`src/sv/bmm_pkg.sv`:
```
`default_nettype none

package bmm_pkg;

	typedef enum logic [1:0] {
		MODE_PERF   = 2'd0,
		MODE_NORMAL = 2'd1,
		MODE_SAVE   = 2'd2
	} bmm_mode_t;

	typedef enum logic [1:0] {
		REG_CAPACITY = 2'd0,
		REG_HIGH     = 2'd1,
		REG_LOW      = 2'd2,
		REG_CHARGE   = 2'd3
	} bmm_reg_t;

	localparam int unsigned CapW    = 18;
	localparam int unsigned PctW    = 7;
	localparam int unsigned WattW   = 14;
	localparam int unsigned CntW    = 32;
	localparam int unsigned EnergyW = 40;

	localparam logic [CapW-1:0]  CAP_RST    = 18'd150000;
	localparam logic [PctW-1:0]  HIGH_RST   = 7'd75;
	localparam logic [PctW-1:0]  LOW_RST    = 7'd25;
	localparam logic [WattW-1:0] CHG_RST    = 14'd900;
	localparam logic [CapW-1:0]  CHARGE_RST = 18'd120000;
	localparam logic [WattW-1:0] LOAD_WARN  = 14'd3000;

	// Percent thresholds, all scaled by the capacity
	typedef struct packed {
		logic [CapW-1:0]  cap;
		logic [WattW-1:0] chg_watts;
		logic [24:0]      hi;
		logic             hm5_neg;
		logic [24:0]      hm5;
		logic [24:0]      lo;
		logic [25:0]      lo10;
		logic [24:0]      on80;
		logic [27:0]      off955;
		logic [21:0]      warn15;
	} bmm_thr_t;

	localparam bmm_thr_t THR_RST = '{
		cap:       CAP_RST,
		chg_watts: CHG_RST,
		hi:        25'd11250000,
		hm5_neg:   1'b0,
		hm5:       25'd10500000,
		lo:        25'd3750000,
		lo10:      26'd5250000,
		on80:      25'd12000000,
		off955:    28'd143250000,
		warn15:    22'd2250000
	};

	// Result word; the last member sits in the lowest bits
	typedef struct packed {
		logic [CntW-1:0]    step_count;
		logic [EnergyW-1:0] energy_used;
		logic [CntW-1:0]    change_count;
		logic [CntW-1:0]    warning_count;
		logic               warning;
		logic [CapW-1:0]    charge_level;
		logic               charging;
		logic               mode_changed;
		logic [1:0]         mode;
	} bmm_res_t;

	function automatic logic [CntW-1:0] sat_inc32(input logic [CntW-1:0] v, input logic en);
		logic [CntW-1:0] r;
		r = v;
		if (en && (v != '1)) begin
			r = v + 32'd1;
		end
		return r;
	endfunction

endpackage

`default_nettype wire

```
`src/sv/bmm_cfg.sv`:
```
`default_nettype none

module bmm_cfg
	import bmm_pkg::*;
(
	input  wire logic        clk,
	input  wire logic        arst_n,
	input  wire logic        cfg_valid,
	output logic             cfg_ready,
	input  wire logic [1:0]  cfg_index,
	input  wire logic [17:0] cfg_data,
	output bmm_thr_t         thr
);

	logic            wr;
	logic [CapW-1:0] cap_d;
	logic [PctW-1:0] hi_d;
	logic [PctW-1:0] lo_d;
	logic [PctW-1:0] hi_q;
	logic [PctW-1:0] lo_q;
	bmm_thr_t        thr_d;
	bmm_thr_t        thr_q;

	assign cfg_ready = 1'b1;
	assign wr        = cfg_valid & cfg_ready;

	always_comb begin
		cap_d = thr_q.cap;
		hi_d  = hi_q;
		lo_d  = lo_q;
		thr_d = thr_q;
		if (wr) begin
			unique case (bmm_reg_t'(cfg_index))
				REG_CAPACITY: cap_d = cfg_data;
				REG_HIGH:     hi_d = cfg_data[PctW-1:0];
				REG_LOW:      lo_d = cfg_data[PctW-1:0];
				REG_CHARGE:   thr_d.chg_watts = cfg_data[WattW-1:0];
				default:      cap_d = thr_q.cap;
			endcase
		end
		// Rescale every threshold from the updated register values
		thr_d.cap     = cap_d;
		thr_d.hi      = {7'd0, cap_d} * {18'd0, hi_d};
		thr_d.hm5_neg = (hi_d < 7'd5);
		thr_d.hm5     = {7'd0, cap_d} * {18'd0, hi_d - 7'd5};
		thr_d.lo      = {7'd0, cap_d} * {18'd0, lo_d};
		thr_d.lo10    = {8'd0, cap_d} * {18'd0, {1'b0, lo_d} + 8'd10};
		thr_d.on80    = {1'b0, cap_d, 6'd0} + {3'd0, cap_d, 4'd0};
		thr_d.off955  = {10'd0, cap_d} * 28'd955;
		thr_d.warn15  = {cap_d, 4'd0} - {4'd0, cap_d};
	end

	always_ff @(posedge clk or negedge arst_n) begin
		if (!arst_n) begin
			hi_q  <= HIGH_RST;
			lo_q  <= LOW_RST;
			thr_q <= THR_RST;
		end else if (wr) begin
			hi_q  <= hi_d;
			lo_q  <= lo_d;
			thr_q <= thr_d;
		end
	end

	assign thr = thr_q;

endmodule

`default_nettype wire

```
`src/sv/bmm_core.sv`:
```
`default_nettype none

module bmm_core
	import bmm_pkg::*;
(
	input  wire logic             clk,
	input  wire logic             arst_n,
	input  wire logic             step_en,
	input  wire logic [WattW-1:0] load,
	input  wire bmm_thr_t         thr,
	output bmm_res_t              res
);

	logic [CapW-1:0]    charge_q;
	bmm_mode_t          mode_q;
	logic               prev_valid_q;
	logic               chg_on_q;
	logic [CntW-1:0]    warns_q;
	logic [CntW-1:0]    changes_q;
	logic [CntW-1:0]    steps_q;
	logic [EnergyW-1:0] energy_q;

	logic [24:0]        c100;
	logic [27:0]        c1000;
	bmm_mode_t          mode_d;
	logic               changed;
	logic               chg_on_d;
	logic signed [19:0] sum;
	logic [CapW-1:0]    charge_d;
	logic [24:0]        n100;
	logic               warn;
	logic [EnergyW:0]   e_sum;
	logic [EnergyW-1:0] energy_d;
	logic [CntW-1:0]    warns_d;
	logic [CntW-1:0]    changes_d;
	logic [CntW-1:0]    steps_d;

	assign c100  = {7'd0, charge_q} * 25'd100;
	assign c1000 = {10'd0, charge_q} * 28'd1000;

	// Mode hysteresis on the charge held before the update
	always_comb begin
		mode_d = mode_q;
		unique case (mode_q)
			MODE_PERF: begin
				if (!thr.hm5_neg && (c100 < thr.hm5)) mode_d = MODE_NORMAL;
			end
			MODE_NORMAL: begin
				if (c100 >= thr.hi) mode_d = MODE_PERF;
				else if (c100 < thr.lo) mode_d = MODE_SAVE;
			end
			MODE_SAVE: begin
				if ({1'b0, c100} > thr.lo10) mode_d = MODE_NORMAL;
			end
			default: mode_d = MODE_NORMAL;
		endcase
	end

	assign changed = !prev_valid_q || (mode_d != mode_q);

	always_comb begin
		chg_on_d = chg_on_q;
		if (c100 < thr.on80) chg_on_d = 1'b1;
		else if (c1000 > thr.off955) chg_on_d = 1'b0;
	end

	always_comb begin
		sum = $signed({2'b00, charge_q}) - $signed({6'd0, load});
		if (chg_on_d) sum = sum + $signed({6'd0, thr.chg_watts});
		// clamp to [0, capacity]
		if (sum > $signed({2'b00, thr.cap})) charge_d = thr.cap;
		else if (sum[19]) charge_d = '0;
		else charge_d = sum[CapW-1:0];
	end

	assign n100 = {7'd0, charge_d} * 25'd100;
	assign warn = (n100 < {3'd0, thr.warn15}) || (load > LOAD_WARN);

	assign e_sum    = {1'b0, energy_q} + {27'd0, load};
	assign energy_d = e_sum[EnergyW] ? '1 : e_sum[EnergyW-1:0];

	assign warns_d   = sat_inc32(warns_q, warn);
	assign changes_d = sat_inc32(changes_q, changed);
	assign steps_d   = sat_inc32(steps_q, 1'b1);

	always_ff @(posedge clk or negedge arst_n) begin
		if (!arst_n) begin
			charge_q     <= CHARGE_RST;
			mode_q       <= MODE_NORMAL;
			prev_valid_q <= 1'b0;
			chg_on_q     <= 1'b0;
			warns_q      <= '0;
			changes_q    <= '0;
			steps_q      <= '0;
			energy_q     <= '0;
		end else if (step_en) begin
			charge_q     <= charge_d;
			mode_q       <= mode_d;
			prev_valid_q <= 1'b1;
			chg_on_q     <= chg_on_d;
			warns_q      <= warns_d;
			changes_q    <= changes_d;
			steps_q      <= steps_d;
			energy_q     <= energy_d;
		end
	end

	always_comb begin
		res.step_count    = steps_d;
		res.energy_used   = energy_d;
		res.change_count  = changes_d;
		res.warning_count = warns_d;
		res.warning       = warn;
		res.charge_level  = charge_d;
		res.charging      = chg_on_d;
		res.mode_changed  = changed;
		res.mode          = mode_d;
	end

`ifndef NO_ASSERTIONS
	a_charge_in_range: assert property (@(posedge clk) disable iff (!arst_n)
		step_en |=> (charge_q <= $past(thr.cap)))
		else $error("charge above capacity after a step");

	a_first_step_counts: assert property (@(posedge clk) disable iff (!arst_n)
		step_en && !prev_valid_q |=> (changes_q != '0) && prev_valid_q)
		else $error("first step not counted as a mode change");

	a_step_advance: assert property (@(posedge clk) disable iff (!arst_n)
		step_en && (steps_q != '1) |=> (steps_q == $past(steps_q) + 32'd1))
		else $error("step counter did not advance");

	a_hold_idle: assert property (@(posedge clk) disable iff (!arst_n)
		!step_en |=> $stable(steps_q) && $stable(charge_q) && $stable(mode_q))
		else $error("state moved without a step");
`endif

endmodule

`default_nettype wire

```
`src/sv/battery_mode_manager.sv`:
```
// A word is held in the input register, its result in the result register.
// Throughput: one word per cycle unless m_axis_tready holds results back;
// the two registers let a new word enter while a finished result waits.
// Configuration writes take effect at the next edge, no wait states.
// Reset (arst_n low, asynchronous): charge 120000, normal mode, charger off,
// counters zero, registers at their documented defaults, both stages empty.
`default_nettype none

module battery_mode_manager
	import bmm_pkg::*;
(
	input  wire logic         clk,
	input  wire logic         arst_n,
	input  wire logic         s_axis_tvalid,
	output logic              s_axis_tready,
	input  wire logic [15:0]  s_axis_tdata,  // load_watts[13:0], zero pad
	output logic              m_axis_tvalid,
	input  wire logic         m_axis_tready,
	// mode[1:0], mode_changed, charging, charge_level[17:0], warning,
	// warning_count[31:0], change_count[31:0], energy_used[39:0],
	// step_count[31:0], zero pad
	output logic [159:0]      m_axis_tdata,
	input  wire logic         cfg_valid,
	output logic              cfg_ready,
	input  wire logic [1:0]   cfg_index,
	input  wire logic [17:0]  cfg_data
);

	logic             valid_s1;
	logic [WattW-1:0] load_s1;
	logic             valid_s2;
	bmm_res_t         res_s2;
	logic             advance;
	bmm_thr_t         thr;
	bmm_res_t         res;

	// advance the held word when the result slot is free or being drained
	assign advance       = valid_s1 && (!valid_s2 || m_axis_tready);
	assign s_axis_tready = !valid_s1 || advance;

	always_ff @(posedge clk or negedge arst_n) begin
		if (!arst_n) begin
			valid_s1 <= 1'b0;
		end else if (s_axis_tready) begin
			valid_s1 <= s_axis_tvalid;
		end
	end

	always_ff @(posedge clk) begin
		if (s_axis_tvalid && s_axis_tready) begin
			load_s1 <= s_axis_tdata[WattW-1:0];
		end
	end

	bmm_cfg u_cfg (
		.clk       (clk),
		.arst_n    (arst_n),
		.cfg_valid (cfg_valid),
		.cfg_ready (cfg_ready),
		.cfg_index (cfg_index),
		.cfg_data  (cfg_data),
		.thr       (thr)
	);

	bmm_core u_core (
		.clk     (clk),
		.arst_n  (arst_n),
		.step_en (advance),
		.load    (load_s1),
		.thr     (thr),
		.res     (res)
	);

	always_ff @(posedge clk or negedge arst_n) begin
		if (!arst_n) begin
			valid_s2 <= 1'b0;
		end else if (advance) begin
			valid_s2 <= 1'b1;
		end else if (m_axis_tready) begin
			valid_s2 <= 1'b0;
		end
	end

	always_ff @(posedge clk) begin
		if (advance) begin
			res_s2 <= res;
		end
	end

	assign m_axis_tvalid = valid_s2;
	assign m_axis_tdata  = {1'b0, res_s2};

endmodule

`default_nettype wire
```
`config.mk`:
```
export PLATFORM = sky130hd
export DESIGN_NAME = battery_mode_manager
export DESIGN_NICKNAME = d
export VERILOG_FILES = /design/src/sv/bmm_pkg.sv /design/src/sv/bmm_cfg.sv /design/src/sv/bmm_core.sv /design/src/sv/battery_mode_manager.sv
export SDC_FILE = /design/constraint.sdc
export NUM_CORES = 2
export LEC_CHECK = 0
export BUFFER_PORTS_ARGS = -buffer_cell sky130_fd_sc_hd__buf_4
export CAP_MARGIN = 10
export CORE_MARGIN = 1.5
export CORE_UTILIZATION = 45
export CTS_BUF_LIST = sky130_fd_sc_hd__clkbuf_16
export CTS_CLUSTER_DIAMETER = 50
export DETAILED_ROUTE_END_ITERATION = 8
export MAX_ROUTING_LAYER = met4
export PLACE_DENSITY = 0.61
export SYNTH_ARGS = -nofsm -noshare
export SYNTH_HDL_FRONTEND = slang
export SYNTH_HIERARCHICAL = 1
export SYNTH_SLANG_ARGS = --single-unit
```
`constraint.sdc`:
```
create_clock -name clk -period 18.2 [get_ports clk]
set_clock_uncertainty 0.2 [all_clocks]
set_input_delay 4.55 -clock clk [delete_from_list [all_inputs] [get_ports clk]]
set_output_delay 4.55 -clock clk [all_outputs]
set_load 0.1 [all_outputs]
```
==> summary.md <==
| Metric | Value |
|---|---|
| RSZ-0062 raised after global routing | no |
| Final Max Slew Viols | 0 |
| DR vias | 43882 |
| Startpoint types | flop |
| Filler cells | 11928 |
| Total grt overflow | 0 |
| Status | complete, no violations |
| Row count | 131 |
| Final Hold Violating Endpoints | 0 |
| Full die area | 131000 sq um |
| Die Wd | 361 um |
| Final net count | 7487 |
| Vias per cell | 5.49 |
| Reg2reg setup slack | 1020 ps |
| Total wire length | 160 mm |
| Longest Clk Path Bufs | 3 |
| Post-Synthesis Cell Area | 57800 sq um |
| Root buffer selected by CTS | clkbuf_16 |
| Worst hold stages | 2 |
| DR DRC count | 0 |
| Flops & latches, synth | 546 |
| Worst Path Max Fanout | 28 |
| CP required | 18390 ps |
| Total CTS buffers | 84 |
| Die height | 361 um |
| Detailed placer's ending HPWL | 123 mm |
| Worst setup margin | 1020 ps |
| Core Region | 128000 sq um |
| PortBufs | 199 |
| Distinct cells, synth | 121 |
| # IOs | 204 |
| Setup TNS | 0 ps |
| First-pass GRT wire length | 250 mm |
| Fin util | 50.4% |
| Finished Cell Area | 64300 sq um |
| EDFF count, synth | 173 |
| Setup repair bufs after CTS | 0 |
| Ys Warns | 6 |
| Routability cong. | 0.911 |
| H-tree depth | 3 |
| Initial Util | 45.4% |
| FFs w/ async S/R, synth | 68.3% |
| Share of cells above drive strength 1 | 12.7% |
| Hold Buf Count CTS | 0 |
| Register area share after synthesis | 25.3% |
| RR Endpoint | m_axis_tdata[24]$_DFFE_PP_ |
| WS Path Type | flop to flop |
| Reg2Reg Launch Point | u_core/charge_q[2]$_DFFE_PN0P_ |
| Syn_area_per_cell | 9.49 sq um |
| Relative slew slack | 19.9% |
| Final worst path period share | 94.4% |
| Crit path arrival time | 17370 ps |
| Worst slew pin tran | 1190 ps |
| Later-pin clock latency in the skew report | 700 ps |
| WHS Endpoint | u_cfg/thr[90]$_DFFE_PN0P_ |
| # Max-Cap Violations | 0 |
| CTS sink cnt | 546 |
| Worst path most repeated cell | ha_1 |
| Fmax | 0.0582 GHz |
| Number of global-route vias before repair | 43666 |
| Tmin final | 17180 ps |
| CP max-delay cell | o211ai_4 |
| Initial drt markers | 3019 |
| Post-synth top flop | dfrtp_1 |
| Hold path start | u_cfg/thr[90]$_DFFE_PN0P_ |
| Final setup fails | 0 |
| PostCTS Resize Cnt | 0 |
| DP Area | 61300 sq um |
| Routed len/inst | 20.1 um |
| Gate Count Post-Synth | 6093 |
| Path depth of the worst reg2reg path | 57 |
| Layout area overhead | 11.1% |
| Clock transition at path regs | 50 ps |
| Pin count of the biggest net entering global routing | 81 |
| Post-route antenna net violation count | 0 |
| First-pass DRT Iterations | 6 |
| Crit-path max cell delay | 850 ps |
| Setup WS pre-CTS | 1200 ps |
| TritonCTS clock tree | built |
| Initial antenna violation count | 9 |
| Total GRT Usage | 25.4% |
| HP Class | flop to flop |
| Setup crit end kind | flop |
## cells in the final DEF, fill, tap and decap left out, types with 93 or more instances in the layout
master	instances
mux2_2	172
fa_1	516
inv_1	952
dfstp_2	93
ha_1	673
dfrtp_1	280
edfxtp_1	173
nand2_1	578
o21ai_0	142
buf_4	282
nor2_1	463
xnor2_1	318
nand3_1	102
a21oi_1	257
a21o_1	138
## state kept, by name, indices dropped and copies added (netlist names), 7 cells and up
name	flops
u_cfg/thr	199
m_axis_tdata	159
u_core/energy_q	40
u_core/changes_q	32
u_core/steps_q	32
u_core/warns_q	32
u_core/charge_q	18
load_s1	14
u_cfg/hi_q	7
u_cfg/lo_q	7
## worst max-delay path: cells and delay by family (launching register included)
family,cells,cell delay (ps)
AOI/OAI and AO/OA,22,5960
adders and majority gates,12,4590
and+or+nand+nor,12,2150
muxes,4,2070
DFF,1,810
buffers and inverters,5,710
xor gates and xnor gates,2,390
## area by class of cell
| cell class | instances | area (sq um) | share of cell area (%) |
|---|---|---|---|
| antenna | 7 | 17.5 | 0.0273 |
| clock buffer | 86 | 2150 | 3.35 |
| clock inverter | 72 | 753 | 1.17 |
| inverter | 956 | 3590 | 5.58 |
| multi-input combinational | 4384 | 38900 | 60.5 |
| sequential | 546 | 14600 | 22.8 |
| tap | 1662 | 2080 | 3.24 |
| timing repair buffer | 285 | 2160 | 3.36 |
## cell families (layout without fill, tap and decap cells)
kind of cell | Yosys count | in the layout | synth area share (%)
DFF | 546 | 546 | 25.3
buffers and inverters | 1166 | 1399 | 7.76
adders and majority gates | 1189 | 1189 | 32.4
muxes | 220 | 220 | 4.24
other | 3 | 13 | 0.0195
xor gates and xnor gates | 427 | 427 | 6.51
AOI/OAI and AO/OA | 920 | 920 | 10.6
and+or+nand+nor | 1622 | 1622 | 13.1
## stage by stage
stage               cells  hold WS, ps
finish               7998          281
global route         7993          285
CTS                  7990          281
detailed placement   7832          272
global placement     7832          266
floorplan            6096          243
## layer usage
metal / share of wire, % / vias to the layer above / routed length [um] / GRT usage (%)
met5: 0 / - / 0 / -
met4: 3.8 / 0 / 6130 / 9.33
met3: 6.4 / 264 / 10300 / 4.14
met2: 45 / 1243 / 72100 / 39.1
met1: 45 / 21763 / 71900 / 33.7
li1: - / 20612 / - / -
## cells in the mapped netlist (all sizes together), types with 11 or more instances
master	count	area (sq um)
o22ai	11	68.8
a2111oi	11	121
xor2	94	831
or3	13	81.3
and2	40	255
nand3	102	510
a211oi	29	235
or2	18	113
o211ai	42	329
ha	673	8420
nor3	72	390
and4	17	154
edfxtp	173	5190
nor2	466	1760
o21a	45	338
a221oi	12	135
o21bai	26	199
and3	74	469
nor3b	15	118
xnor2	333	2930
dfstp	93	2440
a21oi	261	1320
buf	68	363
a21o	138	1040
inv	948	3560
nand2b	57	357
o31ai	34	269
a31oi	53	338
mux2	174	1960
clkbuf	142	534
a21boi	12	93.8
o21ai	156	781
nand4	92	588
nor2b	38	245
mux2i	46	488
fa	516	10300
nand2	581	2190
dfrtp	280	7010
nor4	15	109
## how the worst max path moves through the flow
stage	start	slack, ps	cells past startpoint	to
after detailed placement	u_core/charge_q[2]$_DFFE_PN0P_	1200	56	m_axis_tdata[24]$_DFFE_PP_
after global routing	u_core/charge_q[2]$_DFFE_PN0P_	40	57	m_axis_tdata[24]$_DFFE_PP_
after floorplan	u_core/charge_q[7]$_DFFE_PN1P_	4430	59	m_axis_tdata[42]$_DFFE_PP_
after CTS	u_core/charge_q[2]$_DFFE_PN0P_	1120	56	m_axis_tdata[24]$_DFFE_PP_
final	u_core/charge_q[2]$_DFFE_PN0P_	1020	57	m_axis_tdata[24]$_DFFE_PP_
after global placement	u_core/charge_q[2]$_DFFE_PN0P_	1150	56	m_axis_tdata[24]$_DFFE_PP_
Power is left out: the tool's default activity adds up to more than one toggle a clock period on the data nets, which glitch-free logic cannot reach.
